`config.mk`:
```
export PLATFORM = sky130hd
export DESIGN_NAME = lsc_lerp
export DESIGN_NICKNAME = d
export VERILOG_FILES = /design/src/line_segment_clip_assert.svh /design/src/lsc_pkg.sv /design/src/lsc_lerp.sv
export SDC_FILE = /design/constraint.sdc
export NUM_CORES = 1
export LEC_CHECK = 0
export BUFFER_PORTS_ARGS = -buffer_cell sky130_fd_sc_hd__buf_2
export CAP_MARGIN = 20
export CORE_ASPECT_RATIO = 0.9
export CORE_UTILIZATION = 58
export CTS_CLUSTER_SIZE = 20
export DETAILED_ROUTE_END_ITERATION = 16
export HOLD_SLACK_MARGIN = 0.03
export PLACE_DENSITY = 0.77
export RECOVER_POWER = 50
export SYNTH_ARGS = -nofsm -noshare
export SYNTH_HDL_FRONTEND = slang
export SYNTH_SLANG_ARGS = --single-unit
```
`constraint.sdc`:
```
create_clock -name clk -period 7.3 [get_ports clk]
set_clock_uncertainty 0.2 [all_clocks]
set_input_delay 1.095 -clock clk [delete_from_list [all_inputs] [get_ports clk]]
set_output_delay 1.095 -clock clk [all_outputs]
set_load 0.01 [all_outputs]
```
`src/line_segment_clip_assert.svh`:
```
// Assertion macros for the line segment clipper.
`ifndef LINE_SEGMENT_CLIP_ASSERT_SVH
`define LINE_SEGMENT_CLIP_ASSERT_SVH

// Same-cycle implication, checked out of reset.
`define LSC_ASSERT_IMP(lbl, ante, cons, msg) \
  lbl: assert property (@(posedge clk) disable iff (!rst_n) (ante) |-> (cons)) \
    else $error(msg);

// Next-cycle implication, checked out of reset.
`define LSC_ASSERT_NXT(lbl, ante, cons, msg) \
  lbl: assert property (@(posedge clk) disable iff (!rst_n) (ante) |=> (cons)) \
    else $error(msg);

`endif

```
`src/lsc_pkg.sv`:
```
// Shared constants for the line segment clipper.
package lsc_pkg;

  localparam int COORD_BITS_DEF = 12;

  // Window reset values
  localparam int WIN_LEFT_RST   = 200;
  localparam int WIN_RIGHT_RST  = 400;
  localparam int WIN_TOP_RST    = 200;
  localparam int WIN_BOTTOM_RST = 400;

  // Register indexes (paddr[3:2])
  localparam logic [1:0] REG_LEFT   = 2'd0;
  localparam logic [1:0] REG_RIGHT  = 2'd1;
  localparam logic [1:0] REG_TOP    = 2'd2;
  localparam logic [1:0] REG_BOTTOM = 2'd3;

  // Region code bits
  localparam logic [3:0] CODE_LEFT  = 4'd1;
  localparam logic [3:0] CODE_RIGHT = 4'd2;
  localparam logic [3:0] CODE_BELOW = 4'd4;
  localparam logic [3:0] CODE_ABOVE = 4'd8;

endpackage

```
`src/lsc_lerp.sv`:
```
// Pipelined base + trunc(num * mul / den): one multiply stage, one quotient bit per stage.
module lsc_lerp #(
  parameter int W   = lsc_pkg::COORD_BITS_DEF,
  parameter int SBW = 1
) (
  input  logic                clk,
  input  logic                rst_n,
  input  logic                en,
  input  logic                in_valid,
  input  logic signed [W-1:0] base,
  input  logic signed [W:0]   num,
  input  logic signed [W:0]   mul,
  input  logic signed [W:0]   den,
  input  logic [SBW-1:0]      sb_in,
  output logic                out_valid,
  output logic signed [W+1:0] res,
  output logic                dz,
  output logic [SBW-1:0]      sb_out
);

  localparam int N  = W + 1;
  localparam int PW = 2 * N;

  logic [N-1:0]  num_mag, mul_mag, den_mag;
  logic [PW-1:0] prod;
  logic          neg;

  // Stage arrays: index 0 holds the product, index k the state after k quotient bits
  logic [N-1:0]   rem_r  [0:N];
  logic [N-1:0]   low_r  [0:N];
  logic [N-1:0]   dv_r   [0:N];
  logic           neg_r  [0:N];
  logic           dz_r   [0:N];
  logic [W-1:0]   base_r [0:N];
  logic [SBW-1:0] sb_r   [0:N];
  logic           v_r    [0:N];

  logic signed [W+1:0] res_r;
  logic                res_dz_r;
  logic [SBW-1:0]      res_sb_r;
  logic                res_v_r;
  logic signed [W+1:0] base_w, q_w;

  assign num_mag = num[N-1] ? N'(-num) : N'(num);
  assign mul_mag = mul[N-1] ? N'(-mul) : N'(mul);
  assign den_mag = den[N-1] ? N'(-den) : N'(den);
  assign prod    = PW'(num_mag) * PW'(mul_mag);
  assign neg     = (num[N-1] ^ mul[N-1]) ^ den[N-1];

  always_ff @(posedge clk) begin
    if (!rst_n) begin
      v_r[0] <= 1'b0;
    end else if (en) begin
      v_r[0] <= in_valid;
    end
  end

  always_ff @(posedge clk) begin
    if (en) begin
      rem_r[0]  <= prod[PW-1:N];
      low_r[0]  <= prod[N-1:0];
      dv_r[0]   <= den_mag;
      neg_r[0]  <= neg;
      dz_r[0]   <= (den_mag == '0);
      base_r[0] <= base;
      sb_r[0]   <= sb_in;
    end
  end

  for (genvar k = 0; k < N; k++) begin : g_step
    logic [N:0]   trial;
    logic         ge;
    logic [N:0]   diff;
    logic [N-1:0] rem_nxt, low_nxt;

    always_comb begin
      trial   = {rem_r[k], low_r[k][N-1]};
      diff    = trial - {1'b0, dv_r[k]};
      ge      = (trial >= {1'b0, dv_r[k]});
      rem_nxt = ge ? diff[N-1:0] : trial[N-1:0];
      low_nxt = {low_r[k][N-2:0], ge};
    end

    always_ff @(posedge clk) begin
      if (!rst_n) begin
        v_r[k+1] <= 1'b0;
      end else if (en) begin
        v_r[k+1] <= v_r[k];
      end
    end

    always_ff @(posedge clk) begin
      if (en) begin
        rem_r[k+1]  <= rem_nxt;
        low_r[k+1]  <= low_nxt;
        dv_r[k+1]   <= dv_r[k];
        neg_r[k+1]  <= neg_r[k];
        dz_r[k+1]   <= dz_r[k];
        base_r[k+1] <= base_r[k];
        sb_r[k+1]   <= sb_r[k];
      end
    end
  end

  assign base_w = {{2{base_r[N][W-1]}}, base_r[N]};
  assign q_w    = {1'b0, low_r[N]};

  always_ff @(posedge clk) begin
    if (!rst_n) begin
      res_v_r <= 1'b0;
    end else if (en) begin
      res_v_r <= v_r[N];
    end
  end

  always_ff @(posedge clk) begin
    if (en) begin
      res_r    <= neg_r[N] ? (base_w - q_w) : (base_w + q_w);
      res_dz_r <= dz_r[N];
      res_sb_r <= sb_r[N];
    end
  end

  assign out_valid = res_v_r;
  assign res       = res_r;
  assign dz        = res_dz_r;
  assign sb_out    = res_sb_r;

endmodule

```
Word-level counts from Yosys, hierarchy flattened
Memories as Yosys holds them, arrays and structs flattened. A register that Yosys moved wholly into a read port is not among the register bits.
Index checks and enable logic that the tools add are counted.
- $add $sub $neg: 18
- multipliers: 1
- $lt $le $gt $ge: 13
- multiplexer cells: 36
- bitwise operators: 16
- reduce and logical (&&, ||, !) cells: 2
- operator list (cell ; number):
    $mux 13 ; 16
    $ge 14x13->1 ; 13
    $sub 13x13->13 ; 13
    $neg 13->13 ; 3
    $mul 13x13->26 ; 1
    $mux 1 ; 19
    $add 12x14->14 ; 1
    $mux 14 ; 1
    $or 1x1->1 ; 14
    $sub 12x14->14 ; 1
    $logic_not 13->1 ; 1
    $xor 1x1->1 ; 2
    $logic_not 1->1 ; 1
- flip-flop bits (word level): 14
- bits in writable memories: 770
- input bits: 56
- output and inout port bits: 17
- word-level logic and storage cells: 95
- memories: 8
- memory list (name ; depth ; bits a word ; rd ports ; clocked after Yosys merged registers in ; wr ports ; line ; RTL):
    dv_r ; 14 ; 13 ; 13 ; 0 ; 14 ; lsc_lerp.sv:31 ; logic [N-1:0] dv_r [0:N];
    low_r ; 14 ; 13 ; 14 ; 0 ; 14 ; lsc_lerp.sv:30 ; logic [N-1:0] low_r [0:N];
    rem_r ; 14 ; 13 ; 13 ; 0 ; 14 ; lsc_lerp.sv:29 ; logic [N-1:0] rem_r [0:N];
    base_r ; 14 ; 12 ; 14 ; 0 ; 14 ; lsc_lerp.sv:34 ; logic [W-1:0] base_r [0:N];
    dz_r ; 14 ; 1 ; 14 ; 1 ; 14 ; lsc_lerp.sv:33 ; logic dz_r [0:N];
    neg_r ; 14 ; 1 ; 14 ; 0 ; 14 ; lsc_lerp.sv:32 ; logic neg_r [0:N];
    +2 memories ; -- ; -- ; -- ; -- ; -- ; -- ;

Longest topological paths before layout
Gate-level depths: netlist (run 1).
- depth after elaboration: 4
- mapped depth: 27
- mapped depth without buffers: 26

Least setup slack after synthesis (run 1)
Ideal clock, no wire load.
- kind: input to register
- from: input port num[0]
- to: memory rem_r[0][12] (netlist bit) (data pin)
- library setup time: 0.259 ns
- arrival: 6.740 ns
- data required time: 6.841 ns
- setup slack: 0.101 ns
- stages on the path: 24
- path buffers: 1
- cell sequence: inv_2 > nand2_1 > or4_1 > nand2b_1 > o21ai_0 > xnor2_1 > clkbuf_1 > nand2_1 > fa_1 > fa_1 > inv_1 > fa_1 > fa_1 > inv_1 > fa_1 > inv_1 > ha_1 > and3_1 > a31oi_1 > o21ai_0 > a41o_1 > a31oi_1 > a21oi_1 > xnor2_1
- RTL lines (what ; line ; RTL):
    start, declared ; lsc_lerp.sv:11 ; input logic signed [W:0] num,
    end, declared ; lsc_lerp.sv:29 ;

==> metrics.md, run 1 <==
| Metric | Value |
|---|---|
| Violated checks | max-capacitance violations, max-slew violations |
| Largest stage delay, worst path | 0.56 ns |
| Clock power frac | 0.194 |
| Area grow syn2layout | 12.0% |
| RSZ-0062 raised after global routing | no |
| GRT overflow | 0 |
| Final setup viols | 0 |
| Synthesized netlist cell count | 3118 |
| Clk sinks | 761 |
| Syn_nets | 3565 |
| Fin. max-slew vios | 135 |
| Die footprint | 0.0706 mm² |
| Routed WL | 73.6 mm |
| DR WL met3 | 2.99 mm |
| Fin crit share | 0.964 |
| GRT Total Usage | 0.216 |
| Post-synthesis mux area share | 0.0438 |
| Seq pwr share | 0.323 |
| # nets final | 3788 |
| Met1 wire length | 29.2 mm |
| Status | complete, but fails checks |
| Global-route wire length before repair | 123 mm |
| CTS root buffer | clkbuf_16 |
| Comb power frac | 0.483 |
| Largest net degree at the start of global routing | 198 |
| Slew Limit Headroom | -2.73 |
| Cell Area, Synth | 0.0403 mm² |
| Pwr Density | 453 mW/mm² |
| Switch Pwr | 7.23 mW |
| CTS tree | done |
| EDFF count, synth | 759 |
| Post-Synth Adder-Cell Area | 0.146 |
| Worst Path Required | 7.45 ns |
| Worst-path clk slew | 0.06 ns |
| Worst EP arrival | 7.19 ns |
| Largest family of logic cells by synthesized area | adder cells |
| Ant diodes | 0 |
| Initial antenna violation count | 0 |
| Port bufs | 72 |
| Hold WC Path Type | reg -> reg |
| Post-Synth XOR/XNOR Area | 0.0376 |
| Int Power | 13.2 mW |
| HPWL after DPL | 52.1 mm |
| Iteration-0 DRC Markers | 1525 |
| Final Util | 0.658 |
| Synth Area in Compound Gates | 0.0782 |
| Std-Cell Rows | 91 |
| Worst hold slack | 0.207 ns |
| Global placement routability congestion | 0.901 |
| CP max-delay cell | fa_1 |
| CP Max Fanout | 5 |
| Crit path cell chain | buf_2 -> nor3_1 -> nand2b_1 -> nor3_1 -> nand2_1 -> o31a_1 -> xnor2_1 -> nor2_1 -> fa_1 -> fa_1 -> fa_1 -> fa_1 -> inv_1 -> fa_1 -> inv_1 -> ha_1 -> and3_1 -> a31oi_1 -> o21ai_0 -> a41o_1 -> a31oi_1 -> a21oi_1 -> xnor2_1 |
| Final hold vios | 0 |
| Nature of the critical path startpoint | input pin |
| Routed WL per cell | 17.0 µm |
| DR top layer | met4 |
| Critical path class | in -> reg |
| Most used DFF post-synth | edfxtp_1 |
| Worst IR Drop VDD | 0.493 mV |
| Async S/R FF share, synth | 0 |
| Yosys cell types | 77 |
| Detail Route Antenna Nets | 0 |
| Setup crit end kind | flip-flop |
| Number of vias per cell | 5.61 |
| Fmax | 142 MHz |
| Leak | 18.6 nW |
| Seq/Total Area, Yosys | 0.566 |
| Min Clock Period, post-route | 7.04 ns |
| Via count | 24296 |
| Commonest non-fill, non-tap cells in the layout | 759 x edfxtp_1, 415 x inv_1, 257 x ha_1 |
| Die W | 280 µm |
| I/O pin cnt | 73 |
| Detail Route met2 WL | 39.3 mm |
| 1st-pass router iterations | 5 |
| Layout cells sized above 1 | 0.125 |
| TritonCTS Buffers | 77 |
| Worst skew pair latency | 0.62 ns |
| Core Region | 0.0687 mm² |
| Deepest clock path buffer count | 3 |
| Synth warnings | 0 |
| Seq cells post-synth | 761 |
| Slew at the pin with the worst max-slew slack | 5.60 ns |
| Syn_area_per_cell | 12.9 µm² |
| Most common cell after layout, fill and taps aside | edfxtp_1 |
| MaxCap Viol Count | 1 |
| Post-synthesis simple-gate area fraction | 0.0855 |
| Switching share of total power | 0.353 |
| Initial Util | 0.587 |
| H-tree depth | 3 |
| DRC viols | 0 |
| CP most frequent cell | fa_1 |
| Vias in the first global route | 25322 |
| Die H | 252 µm |
==> routing by layer <==
layer,global-route usage,up-vias
met5,0,-
met4,0.0771,0
met3,0.0323,161
met2,0.403,607
met1,0.252,11875
li1,-,11653
==> per-stage QoR <==
step	TNS, ns	total power, mW	cell area [µm²]	setup WS [ns]	instances
3_3_place_gp	-0.735	15.9	42600	-0.212	4191
4_1_cts	0	20.5	45200	0.186	4332
2_1_floorplan	0	13.6	40300	0.101	3118
3_5_place_dp	-2.95	16.4	42600	-0.445	4191
6_report	0	20.5	45200	0.261	4333
5_1_grt	0	21.9	45200	0.0260	4333
==> cell usage after synthesis (all sizes together), types with 5 or more instances <==
library cell	number	area share
a2111oi	6	0.0013
a211oi	9	0.0017
a21boi	24	0.0045
a21o	49	0.0091
a21oi	87	0.011
a22oi	9	0.0017
a31o	5	0.0011
a31oi	24	0.0037
a41o	5	0.0012
and2	26	0.0040
and3	32	0.0050
buf	14	0.0017
clkbuf	23	0.0021
edfxtp	759	0.57
fa	134	0.067
ha	257	0.080
inv	416	0.039
mux2	123	0.034
mux2i	38	0.0094
nand2	188	0.017
nand2b	24	0.0039
nand3	19	0.0024
nand4	21	0.0033
nor2	195	0.018
nor2b	43	0.0067
nor3	65	0.0082
nor3b	5	0.00093
nor4	22	0.0036
o211ai	19	0.0035
o21a	48	0.0089
o21ai	115	0.014
o21bai	6	0.0011
o2bb2ai	6	0.0013
o311ai	10	0.0022
o31a	16	0.0035
o31ai	15	0.0028
or2	12	0.0019
or3	15	0.0023
or4	13	0.0025
or4b	8	0.0020
xnor2	117	0.025
xor2	56	0.012
==> power by group through the flow <==
| stage | Combinational (mW) | Clock (mW) | Sequential (mW) |
|---|---|---|---|
| after floorplan | 7.04 | 0 | 6.53 |
| after global placement | 9.27 | 0 | 6.64 |
| after detailed placement | 9.69 | 0 | 6.68 |
| after CTS | 9.83 | 4.07 | 6.60 |
| after global routing | 11.0 | 4.23 | 6.69 |
| final | 9.89 | 3.98 | 6.61 |
==> what timing repair did <==
item                                    4_1_cts  5_1_grt
gates resized for setup                       0        3
hold endpoints to repair                      0        0
endpoints found under the setup margin        0        4
setup buffers                                 0        0
hold buffers                                  0        0
==> state kept, by name, indices dropped and copies added, names as in the netlist <==
register   count
res           14
rem_r        169
dz             1
base_r       168
dv_r         169
low_r        182
out_valid      1
sb_out         1
neg_r         14
sb_r          14
dz_r          14
v_r           14
==> kinds of logic (layout without fill, tap and decap cells) <==
family                     count (synthesis)  after routing
AOI/OAI and AO/OA                        476            476
xor gates and xnor gates                 173            173
adders and majority gates                391            391
buffers and inverters                    453            738
DFF                                      761            761
muxes                                    161            161
and+or+nand+nor                          703            703
==> area by class of cell <==
cell class / instances / area (µm²)
fillers: 4836 / 23500
flip-flops and latches: 761 / 22800
multi-input cells: 1904 / 15800
well taps: 930 / 1160
clock buffers: 89 / 2010
clock inverters: 52 / 556
repair buffers: 181 / 1250
inverters: 416 / 1560
==> worst paths after layout <==
| kind | startpoint | to | slack [ns] | cells after the start |
|---|---|---|---|---|
| setup / recovery | mul[4] | rem_r[0][12] | 0.26 | 23 |
| hold / removal | low_r[0][94] | low_r[1][4] | 0.21 | 0 |
| setup reg to reg | low_r[0][90] | rem_r[0][99] | 3.61 | 10 |
| hold reg to reg | low_r[0][94] | low_r[1][4] | 0.21 | 0 |
==> critical path, delay by kind of cell <==
family / cells / cell delay, ns
simple gates: 6 / 1.07
compound gates: 6 / 1.26
xor+xnor: 2 / 0.62
buf+inv: 3 / 0.20
fa+ha+maj: 6 / 2.94
Note: power is estimated with default switching activity, not from simulation.
==> run 2, diff against run 1 <==
--- a/config.mk
+++ b/config.mk
@@ -8,11 +8,12 @@
 export BUFFER_PORTS_ARGS = -buffer_cell sky130_fd_sc_hd__buf_2
 export CAP_MARGIN = 20
 export CORE_ASPECT_RATIO = 0.9
-export CORE_UTILIZATION = 58
+export CORE_UTILIZATION = 65
+export CTS_BUF_LIST = sky130_fd_sc_hd__clkbuf_2
 export CTS_CLUSTER_SIZE = 20
 export DETAILED_ROUTE_END_ITERATION = 16
 export HOLD_SLACK_MARGIN = 0.03
-export PLACE_DENSITY = 0.77
+export PLACE_DENSITY = 0.82
 export RECOVER_POWER = 50
 export SYNTH_ARGS = -nofsm -noshare
 export SYNTH_HDL_FRONTEND = slang
==> constraint.sdc (replaced) <==
create_clock -name clk -period 8.7 [get_ports clk]
set_clock_uncertainty 0.2 [all_clocks]
set_input_delay 1.305 -clock clk [delete_from_list [all_inputs] [get_ports clk]]
set_output_delay 1.305 -clock clk [all_outputs]
set_load 0.01 [all_outputs]
==> metrics.md, run 2 (synthesis results as in run 1) <==
| Metric | Value |
|---|---|
| Leak | 18.3 nW (was 18.6 nW) |
| RR Endpoint | res[12] (was rem_r[0][99]) |
| Routed WL | 73.5 mm (was 73.6 mm) |
| # nets final | 3833 (was 3788) |
| CP most frequent cell | fa_1 (unchanged) |
| RSZ-0062 raised after global routing | no (unchanged) |
| CTS root buffer | clkbuf_2 (was clkbuf_16) |
| Std-Cell Rows | 86 (was 91) |
| H-tree depth | 4 (was 3) |
| Initial antenna violation count | 2 (was 0) |
| Comb power frac | 0.501 (was 0.483) |
| Largest Register | low_r (unchanged) |
| TritonCTS Buffers | 174 (was 77) |
| Largest net degree at the start of global routing | 172 (was 198) |
| Final setup viols | 0 (unchanged) |
| Worst skew pair latency | 1.27 ns (was 0.62 ns) |
| Vias in the first global route | 25748 (was 25322) |
| Max reg flops | 182 (unchanged) |
| R2R Path Start | low_r[1][68] (was low_r[0][90]) |
| 1st-pass router iterations | 6 (was 5) |
| Iteration-0 DRC Markers | 1406 (was 1525) |
| Switch Pwr | 5.91 mW (was 7.23 mW) |
| Largest regs | low_r (182), dv_r (169), rem_r (169) (unchanged) |
| CP Max Fanout | 8 (was 5) |
| Violated checks | max-capacitance violations, max-slew violations (unchanged) |
| HPWL after DPL | 53.9 mm (was 52.1 mm) |
| Number of vias per cell | 5.70 (was 5.61) |
| Setup crit end kind | flip-flop (unchanged) |
| Initial Util | 0.659 (was 0.587) |
| Die H | 238 µm (was 252 µm) |
| Area grow syn2layout | 8.16% (was 12.0%) |
| GRT overflow | 0 (unchanged) |
| Worst EP arrival | 7.77 ns (was 7.19 ns) |
| Nature of the critical path startpoint | input pin (unchanged) |
| Worst Hold End | low_r[0][43] (was low_r[1][4]) |
| Core Region | 0.0612 mm² (was 0.0687 mm²) |
| Switching share of total power | 0.384 (was 0.353) |
| Die footprint | 0.0630 mm² (was 0.0706 mm²) |
| TNS Setup | 0 ns (unchanged) |
| Slew at the pin with the worst max-slew slack | 6.19 ns (was 5.60 ns) |
| GRT Total Usage | 0.244 (was 0.216) |
| CP max-delay cell | fa_1 (unchanged) |
| Cell area after layout | 0.0436 mm² (was 0.0452 mm²) |
| Fin. max-slew vios | 129 (was 135) |
| Crit path cell chain | buf_2 -> inv_2 -> nand2_1 -> or4_1 -> nand2b_1 -> o21ai_0 -> xnor2_1 -> nand2_1 -> fa_1 -> inv_1 -> fa_1 -> fa_1 -> fa_1 -> inv_1 -> fa_1 -> inv_1 -> ha_1 -> o21ai_0 -> a21oi_1 -> nand2_1 -> o21ai_0 -> a41o_1 -> nor3_1 -> a311o_1 (was buf_2 -> nor3_1 -> nand2b_1 -> nor3_1 -> nand2_1 -> o31a_1 -> xnor2_1 -> nor2_1 -> fa_1 -> fa_1 -> fa_1 -> fa_1 -> inv_1 -> fa_1 -> inv_1 -> ha_1 -> and3_1 -> a31oi_1 -> o21ai_0 -> a41o_1 -> a31oi_1 -> a21oi_1 -> xnor2_1) |
| I/O pin cnt | 73 (unchanged) |
| Cell depth of the worst min-delay path | 0 (unchanged) |
| Setup Fix Bufs, Post-CTS | 0 (unchanged) |
| Int Power | 9.50 mW (was 13.2 mW) |
| Status | complete, but fails checks (unchanged) |
| Worst IR Drop VDD | 0.484 mV (was 0.493 mV) |
| Global-route wire length before repair | 123 mm (about the same) |
| Most common cell after layout, fill and taps aside | edfxtp_1 (unchanged) |
| Seq pwr share | 0.360 (was 0.323) |
| Min Clock Period, post-route | 6.99 ns |
| Routed WL per cell | 17.0 µm (about the same) |
| MaxCap Viol Count | 1 (unchanged) |
| CTS tree | done (unchanged) |
| Commonest non-fill, non-tap cells in the layout | 759 x edfxtp_1, 415 x inv_1, 257 x ha_1 (unchanged) |
| R2r setup slk | 4.98 ns (was 3.61 ns) |
| Global placement routability congestion | 0.917 (was 0.901) |
| Slew Limit Headroom | -3.13 (was -2.73) |
| Clock power frac | 0.139 (was 0.194) |
| Hold Startpoint | low_r[0][29] (was low_r[0][94]) |
| Fmax | 143 MHz |
| Critical path class | in -> reg (unchanged) |
| Final hold vios | 0 (unchanged) |
| Reg2reg path depth | 10 (unchanged) |
| Via count | 24598 (was 24296) |
| Hold WC Path Type | reg -> reg (unchanged) |
| Worst Path Required | 9.47 ns (was 7.45 ns) |
| Dpl cell area | 0.0418 mm² (was 0.0426 mm²) |
| Die W | 265 µm (was 280 µm) |
| DRC viols | 0 (unchanged) |
| Total power | 15.4 mW (was 20.5 mW) |
| Pwr Density | 353 mW/mm² (was 453 mW/mm²) |
| Port bufs | 72 (unchanged) |
| Deepest clock path buffer count | 3 (unchanged) |
| Clk sinks | 761 (unchanged) |
| Layout cells sized above 1 | 0.145 (was 0.125) |
| Worst-path clk slew | 0.10 ns (was 0.06 ns) |
| Fin crit share | 0.804 |
| Largest stage delay, worst path | 0.57 ns (was 0.56 ns) |
| Detail Route Antenna Nets | 0 (unchanged) |
-- run 2: critical path: cells and delay by family --
kind                       cells  cell delay [ns]
AOI/OAI and AO/OA              6             1.49
buffers and inverters          5             0.51
xor gates and xnor gates       1             0.44
and+or+nand+nor                6             1.11
adders and majority gates      6             2.91
-- run 2: area by class of cell --
cell class / count / area (µm²)
antenna: 3 / 7.51
clock buffer: 248 / 1240
clock inverter: 62 / 325
fill: 4077 / 17600
inverter: 416 / 1560
multi-input combinational: 1904 / 15800
sequential: 761 / 22800
tap: 792 / 991
timing repair buffer: 129 / 880
-- run 2: metal layers --
metal  vias to the layer above  share of wire  wire (µm)  global-route usage
met3                       149          0.042       3110              0.0441
met4                         0          0.026       1900               0.100
li1                      11871              -          -                   -
met1                     11872           0.39      29000               0.279
met5                         -              0          0                   0
met2                       706           0.54      39500               0.452
-- run 2: worst max-delay path by stage --
stage / start / to / slack (ns)
2_1_floorplan: num[0] / rem_r[0][12] / 1.29
3_3_place_gp: num[0] / rem_r[0][12] / 0.63
3_5_place_dp: num[0] / rem_r[0][12] / 0.53
4_1_cts: num[0] / rem_r[0][12] / 1.94
5_1_grt: num[0] / rem_r[0][9] / 1.36
6_report: num[0] / rem_r[0][9] / 1.71
-- run 2: stage by stage --
step	hold slack, ns	instances	utilization	setup slack, ns
2_1_floorplan	0.200	3118	-	1.29
3_3_place_gp	0.200	3977	0.683	0.634
3_5_place_dp	0.205	3977	0.683	0.534
4_1_cts	0.0303	4311	0.713	1.94
5_1_grt	0.111	4315	0.712	1.36
6_report	0.194	4315	0.712	1.71
-- run 2: what timing repair did --
item	CTS	global route
hold buffers	24	0
gates resized for setup	0	0
endpoints found under the hold margin	26	0
-- run 2: power groups by stage --
stage               registers (mW)  logic [mW]  clock network [mW]
finish                        5.55        7.71                2.15
global route                  5.61        8.63                2.41
CTS                           5.54        7.67                2.25
detailed placement            5.62        7.58                   0
global placement              5.58        7.17                   0
floorplan                     5.48        5.91                   0
==> run 3, diff against run 2 <==
--- a/config.mk
+++ b/config.mk
@@ -5,15 +5,16 @@
 export SDC_FILE = /design/constraint.sdc
 export NUM_CORES = 1
 export LEC_CHECK = 0
+export ABC_AREA = 1
 export BUFFER_PORTS_ARGS = -buffer_cell sky130_fd_sc_hd__buf_2
 export CAP_MARGIN = 20
 export CORE_ASPECT_RATIO = 0.9
-export CORE_UTILIZATION = 65
+export CORE_UTILIZATION = 60
 export CTS_BUF_LIST = sky130_fd_sc_hd__clkbuf_2
 export CTS_CLUSTER_SIZE = 20
 export DETAILED_ROUTE_END_ITERATION = 16
 export HOLD_SLACK_MARGIN = 0.03
-export PLACE_DENSITY = 0.82
+export PLACE_DENSITY = 0.8
 export RECOVER_POWER = 50
 export SYNTH_ARGS = -nofsm -noshare
 export SYNTH_HDL_FRONTEND = slang
==> constraint.sdc (replaced) <==
create_clock -name clk -period 6.3 [get_ports clk]
set_clock_uncertainty 0.2 [all_clocks]
set_input_delay 0.945 -clock clk [delete_from_list [all_inputs] [get_ports clk]]
set_output_delay 0.945 -clock clk [all_outputs]
set_load 0.01 [all_outputs]
==> metrics.md, run 3 <==
| Metric | Value |
|---|---|
| Post-Synth XOR/XNOR Area | 0.0244 (was 0.0376) |
| Count leader, synth | nand2_1 (was edfxtp_1) |
| 1st-pass router iterations | 8 (was 6) |
| Routed WL per cell | 15.3 µm (was 17.0 µm) |
| Status | complete, but fails checks (unchanged) |
| Violated checks | max-capacitance violations, max-slew violations (unchanged) |
| Cell Area, Synth | 0.0436 mm² (was 0.0403 mm²) |
| Deepest clock path buffer count | 3 (unchanged) |
| Crit path buf inv count | 8 (was 5) |
| Clk sinks | 761 (unchanged) |
| Worst EP arrival | 6.85 ns (was 7.77 ns) |
| Non-Filler Instances | 5801 (was 4315) |
| Yosys cell types | 53 (was 77) |
| MaxCap Viol Count | 3 (was 1) |
| Final hold vios | 0 (unchanged) |
| Commonest cells post-synth | 929 x nand2_1, 800 x inv_1, 759 x edfxtp_1 (was 759 x edfxtp_1, 415 x inv_1, 257 x ha_1) |
| Post-synthesis mux area share | 0 (was 0.0438) |
| Slew at the pin with the worst max-slew slack | 3.35 ns (was 6.19 ns) |
| Post-Synth Adder-Cell Area | 0.135 (was 0.146) |
| Commonest non-fill, non-tap cells in the layout | 929 x nand2_1, 800 x inv_1, 759 x edfxtp_1 (was 759 x edfxtp_1, 415 x inv_1, 257 x ha_1) |
| DRC viols | 0 (unchanged) |
| CP top delay family | adder cells (unchanged) |
| # nets final | 5151 (was 3833) |
| Synthesized netlist cell count | 4269 (was 3118) |
| Routed WL | 89.0 mm (was 73.5 mm) |
| Synth top area share | 0.523 (was 0.565) |
| CP Max Fanout | 5 (was 8) |
| Detail Route Antenna Nets | 0 (unchanged) |
| Largest Register | low_r (unchanged) |
| Syn_area_per_cell | 10.2 µm² (was 12.9 µm²) |
| Largest net degree at the start of global routing | 173 (was 172) |
| Final setup viols | 0 (unchanged) |
| Std-Cell Rows | 93 (was 86) |
| Synth Area in Compound Gates | 0.0485 (was 0.0782) |
| Fmax | 169 MHz |
| Die footprint | 0.0737 mm² (was 0.0630 mm²) |
| CTS root buffer | clkbuf_2 (unchanged) |
| GRT met1 Usage | 0.328 (was 0.279) |
| Worst-path clk slew | 0.11 ns (was 0.10 ns) |
| Via count | 30287 (was 24598) |
| Cts repair resizes | 0 (unchanged) |
| Async S/R FF share, synth | 0 (unchanged) |
| Largest regs | low_r (182), dv_r (169), rem_r (169) (unchanged) |
| Global-route wire length before repair | 146 mm (was 123 mm) |
| Post-synthesis simple-gate area fraction | 0.187 (was 0.0855) |
| Worst skew pair latency | 1.40 ns (was 1.27 ns) |
| HPWL after DPL | 65.8 mm (was 53.9 mm) |
| EDFF count, synth | 759 (unchanged) |
| Most used DFF post-synth | edfxtp_1 (unchanged) |
| Core Region | 0.0717 mm² (was 0.0612 mm²) |
| Vias in the first global route | 30007 (was 25748) |
| Initial antenna violation count | 2 (unchanged) |
| Global placement routability congestion | 0.900 (was 0.917) |
| Leak | 22.6 nW (was 18.3 nW) |
| Die W | 286 µm (was 265 µm) |
| GRT overflow | 0 (unchanged) |
| Most common cell after layout, fill and taps aside | nand2_1 (was edfxtp_1) |
| RSZ-0062 raised after global routing | no (unchanged) |
| I/O pin cnt | 73 (unchanged) |
| Setup crit end kind | flip-flop (unchanged) |
| Slew Limit Headroom | -1.23 (was -3.13) |
| Initial Util | 0.608 (was 0.659) |
| Routing usage on met3 | 0.0450 (was 0.0441) |
| TNS Setup | 0 ns (unchanged) |
| Synth area leaders | edfxtp_1 52%, nand2_1 8.0%, ha_1 7.4%, inv_1 6.9%, fa_1 6.2% (was edfxtp_1 57%, ha_1 8.0%, fa_1 6.7%, inv_1 3.9%, mux2_2 3.1%) |
| Layout cells sized above 1 | 0.158 (was 0.145) |
| GRT met2 Usage | 0.414 (was 0.452) |
| Synth warnings | 0 (unchanged) |
| Worst Path Required | 7.23 ns (was 9.47 ns) |
| Number of vias per cell | 5.22 (was 5.70) |
| CTS tree | done (unchanged) |
| H-tree depth | 4 (unchanged) |
| Max reg flops | 182 (unchanged) |
| Worst IR Drop VDD | 0.541 mV (was 0.484 mV) |
| Seq/Total Area, Yosys | 0.524 (was 0.566) |
| GRT Total Usage | 0.248 (was 0.244) |
| Seq cells post-synth | 761 (unchanged) |
| Syn_nets | 4716 (was 3565) |
| DP Cell Count | 5401 (was 3977) |
| Fin crit share | 0.940 |
| Iteration-0 DRC Markers | 2215 (was 1406) |
| Largest family of logic cells by synthesized area | simple AND/OR/NAND/NOR gates (was adder cells) |
| Synth area leader | edfxtp_1 (unchanged) |
| FILL cells | 5561 (was 4077) |
| Die H | 258 µm (was 238 µm) |
| Largest stage delay, worst path | 0.54 ns (was 0.57 ns) |
| Worst hold slack | 0.160 ns (was 0.194 ns) |
| Port bufs | 72 (unchanged) |
| Area grow syn2layout | 11.0% (was 8.16%) |
| Nature of the critical path startpoint | input pin (unchanged) |
| CP max-delay cell | dlygate4sd3_1 (was fa_1) |
| Fin. max-slew vios | 284 (was 129) |
| Critical path class | in -> reg (unchanged) |
| TritonCTS Buffers | 180 (was 174) |
| Pwr Density | 451 mW/mm² (was 353 mW/mm²) |
| Hold WC Path Type | reg -> reg (unchanged) |
| Min Clock Period, post-route | 5.92 ns |
| GR peak layer | met2 (unchanged) |
## run 3: cell count changes after synthesis, moves of 43 or more
cell     change
nand2_2     +57
inv_1      +385
o21ai_1     +57
nor2b_1     -43
mux2_2     -112
nor3_1      -48
o21a_1      -44
nor2_1      +89
nand4_1    +119
nand3_1    +149
nand2_1    +741
nand3_2     +44
xnor2_1     -83
## run 3: final timing paths
path | start | to | slack [ns] | cells past startpoint
max | num[0] | rem_r[0][11] | 0.38 | 27
min | low_r[0][57] | low_r[0][71] | 0.16 | 0
max reg2reg | low_r[1][65] | res[13] | 3.10 | 14
min reg2reg | low_r[0][57] | low_r[0][71] | 0.16 | 0
## run 3: worst reg2reg max path, delay by kind of cell, from the launching register on
family                     cells  cell delay, ns
AOI/OAI and AO/OA              3            0.62
adders and majority gates      2            0.56
buffers and inverters          3            0.28
xor gates and xnor gates       1            0.23
and+or+nand+nor                5            0.62
DFF                            1            0.45
## run 3: metal layers
| metal | part of all wire | vias up |
|---|---|---|
| met5 | 0 | - |
| met4 | 0.019 | 0 |
| met3 | 0.058 | 138 |
| met2 | 0.49 | 844 |
| met1 | 0.43 | 14231 |
| li1 | - | 15074 |
## run 3: cells by family after synthesis
kind of cell / after synthesis
fa+ha+maj: 391
buf+inv: 883
simple gates: 1754
flops: 761
xor+xnor: 118
compound gates: 362
## run 3: final cells by class
| cell class | count | area, µm² | share of cell area |
|---|---|---|---|
| Antenna cell | 8 | 20.0 | 0.000414 |
| Clock buffer | 249 | 1250 | 0.0258 |
| Clock inverter | 72 | 475 | 0.00982 |
| Inverter | 847 | 3180 | 0.0657 |
| Multi-Input combinational cell | 2625 | 17200 | 0.356 |
| Sequential cell | 761 | 22800 | 0.472 |
| Tap cell | 950 | 1190 | 0.0246 |
| Timing Repair Buffer | 289 | 2210 | 0.0456 |
## run 3: what timing repair did
action / 4_1_cts / 5_1_grt
endpoints found under the hold margin: 127 / 0
hold buffers: 71 / 0
buffers inserted: 0 / 0
## run 3: through the flow
stage | util | setup slack [ns] | power, mW | cell area, µm²
finish | 0.675 | 0.378 | 21.8 | 48400
global placement | 0.642 | -0.285 | 18.2 | 46000
floorplan | - | 0.00449 | 15.4 | 43600
detailed placement | 0.642 | -0.388 | 18.5 | 46000
global route | 0.675 | 0.249 | 23.8 | 48400
CTS | 0.676 | 0.602 | 21.9 | 48400
## run 3: power breakdown
part / internal, mW / switching [mW]
clock network: 1.28 / 1.99
registers: 7.06 / 0.511
logic: 4.23 / 6.78
total: 12.6 / 9.28
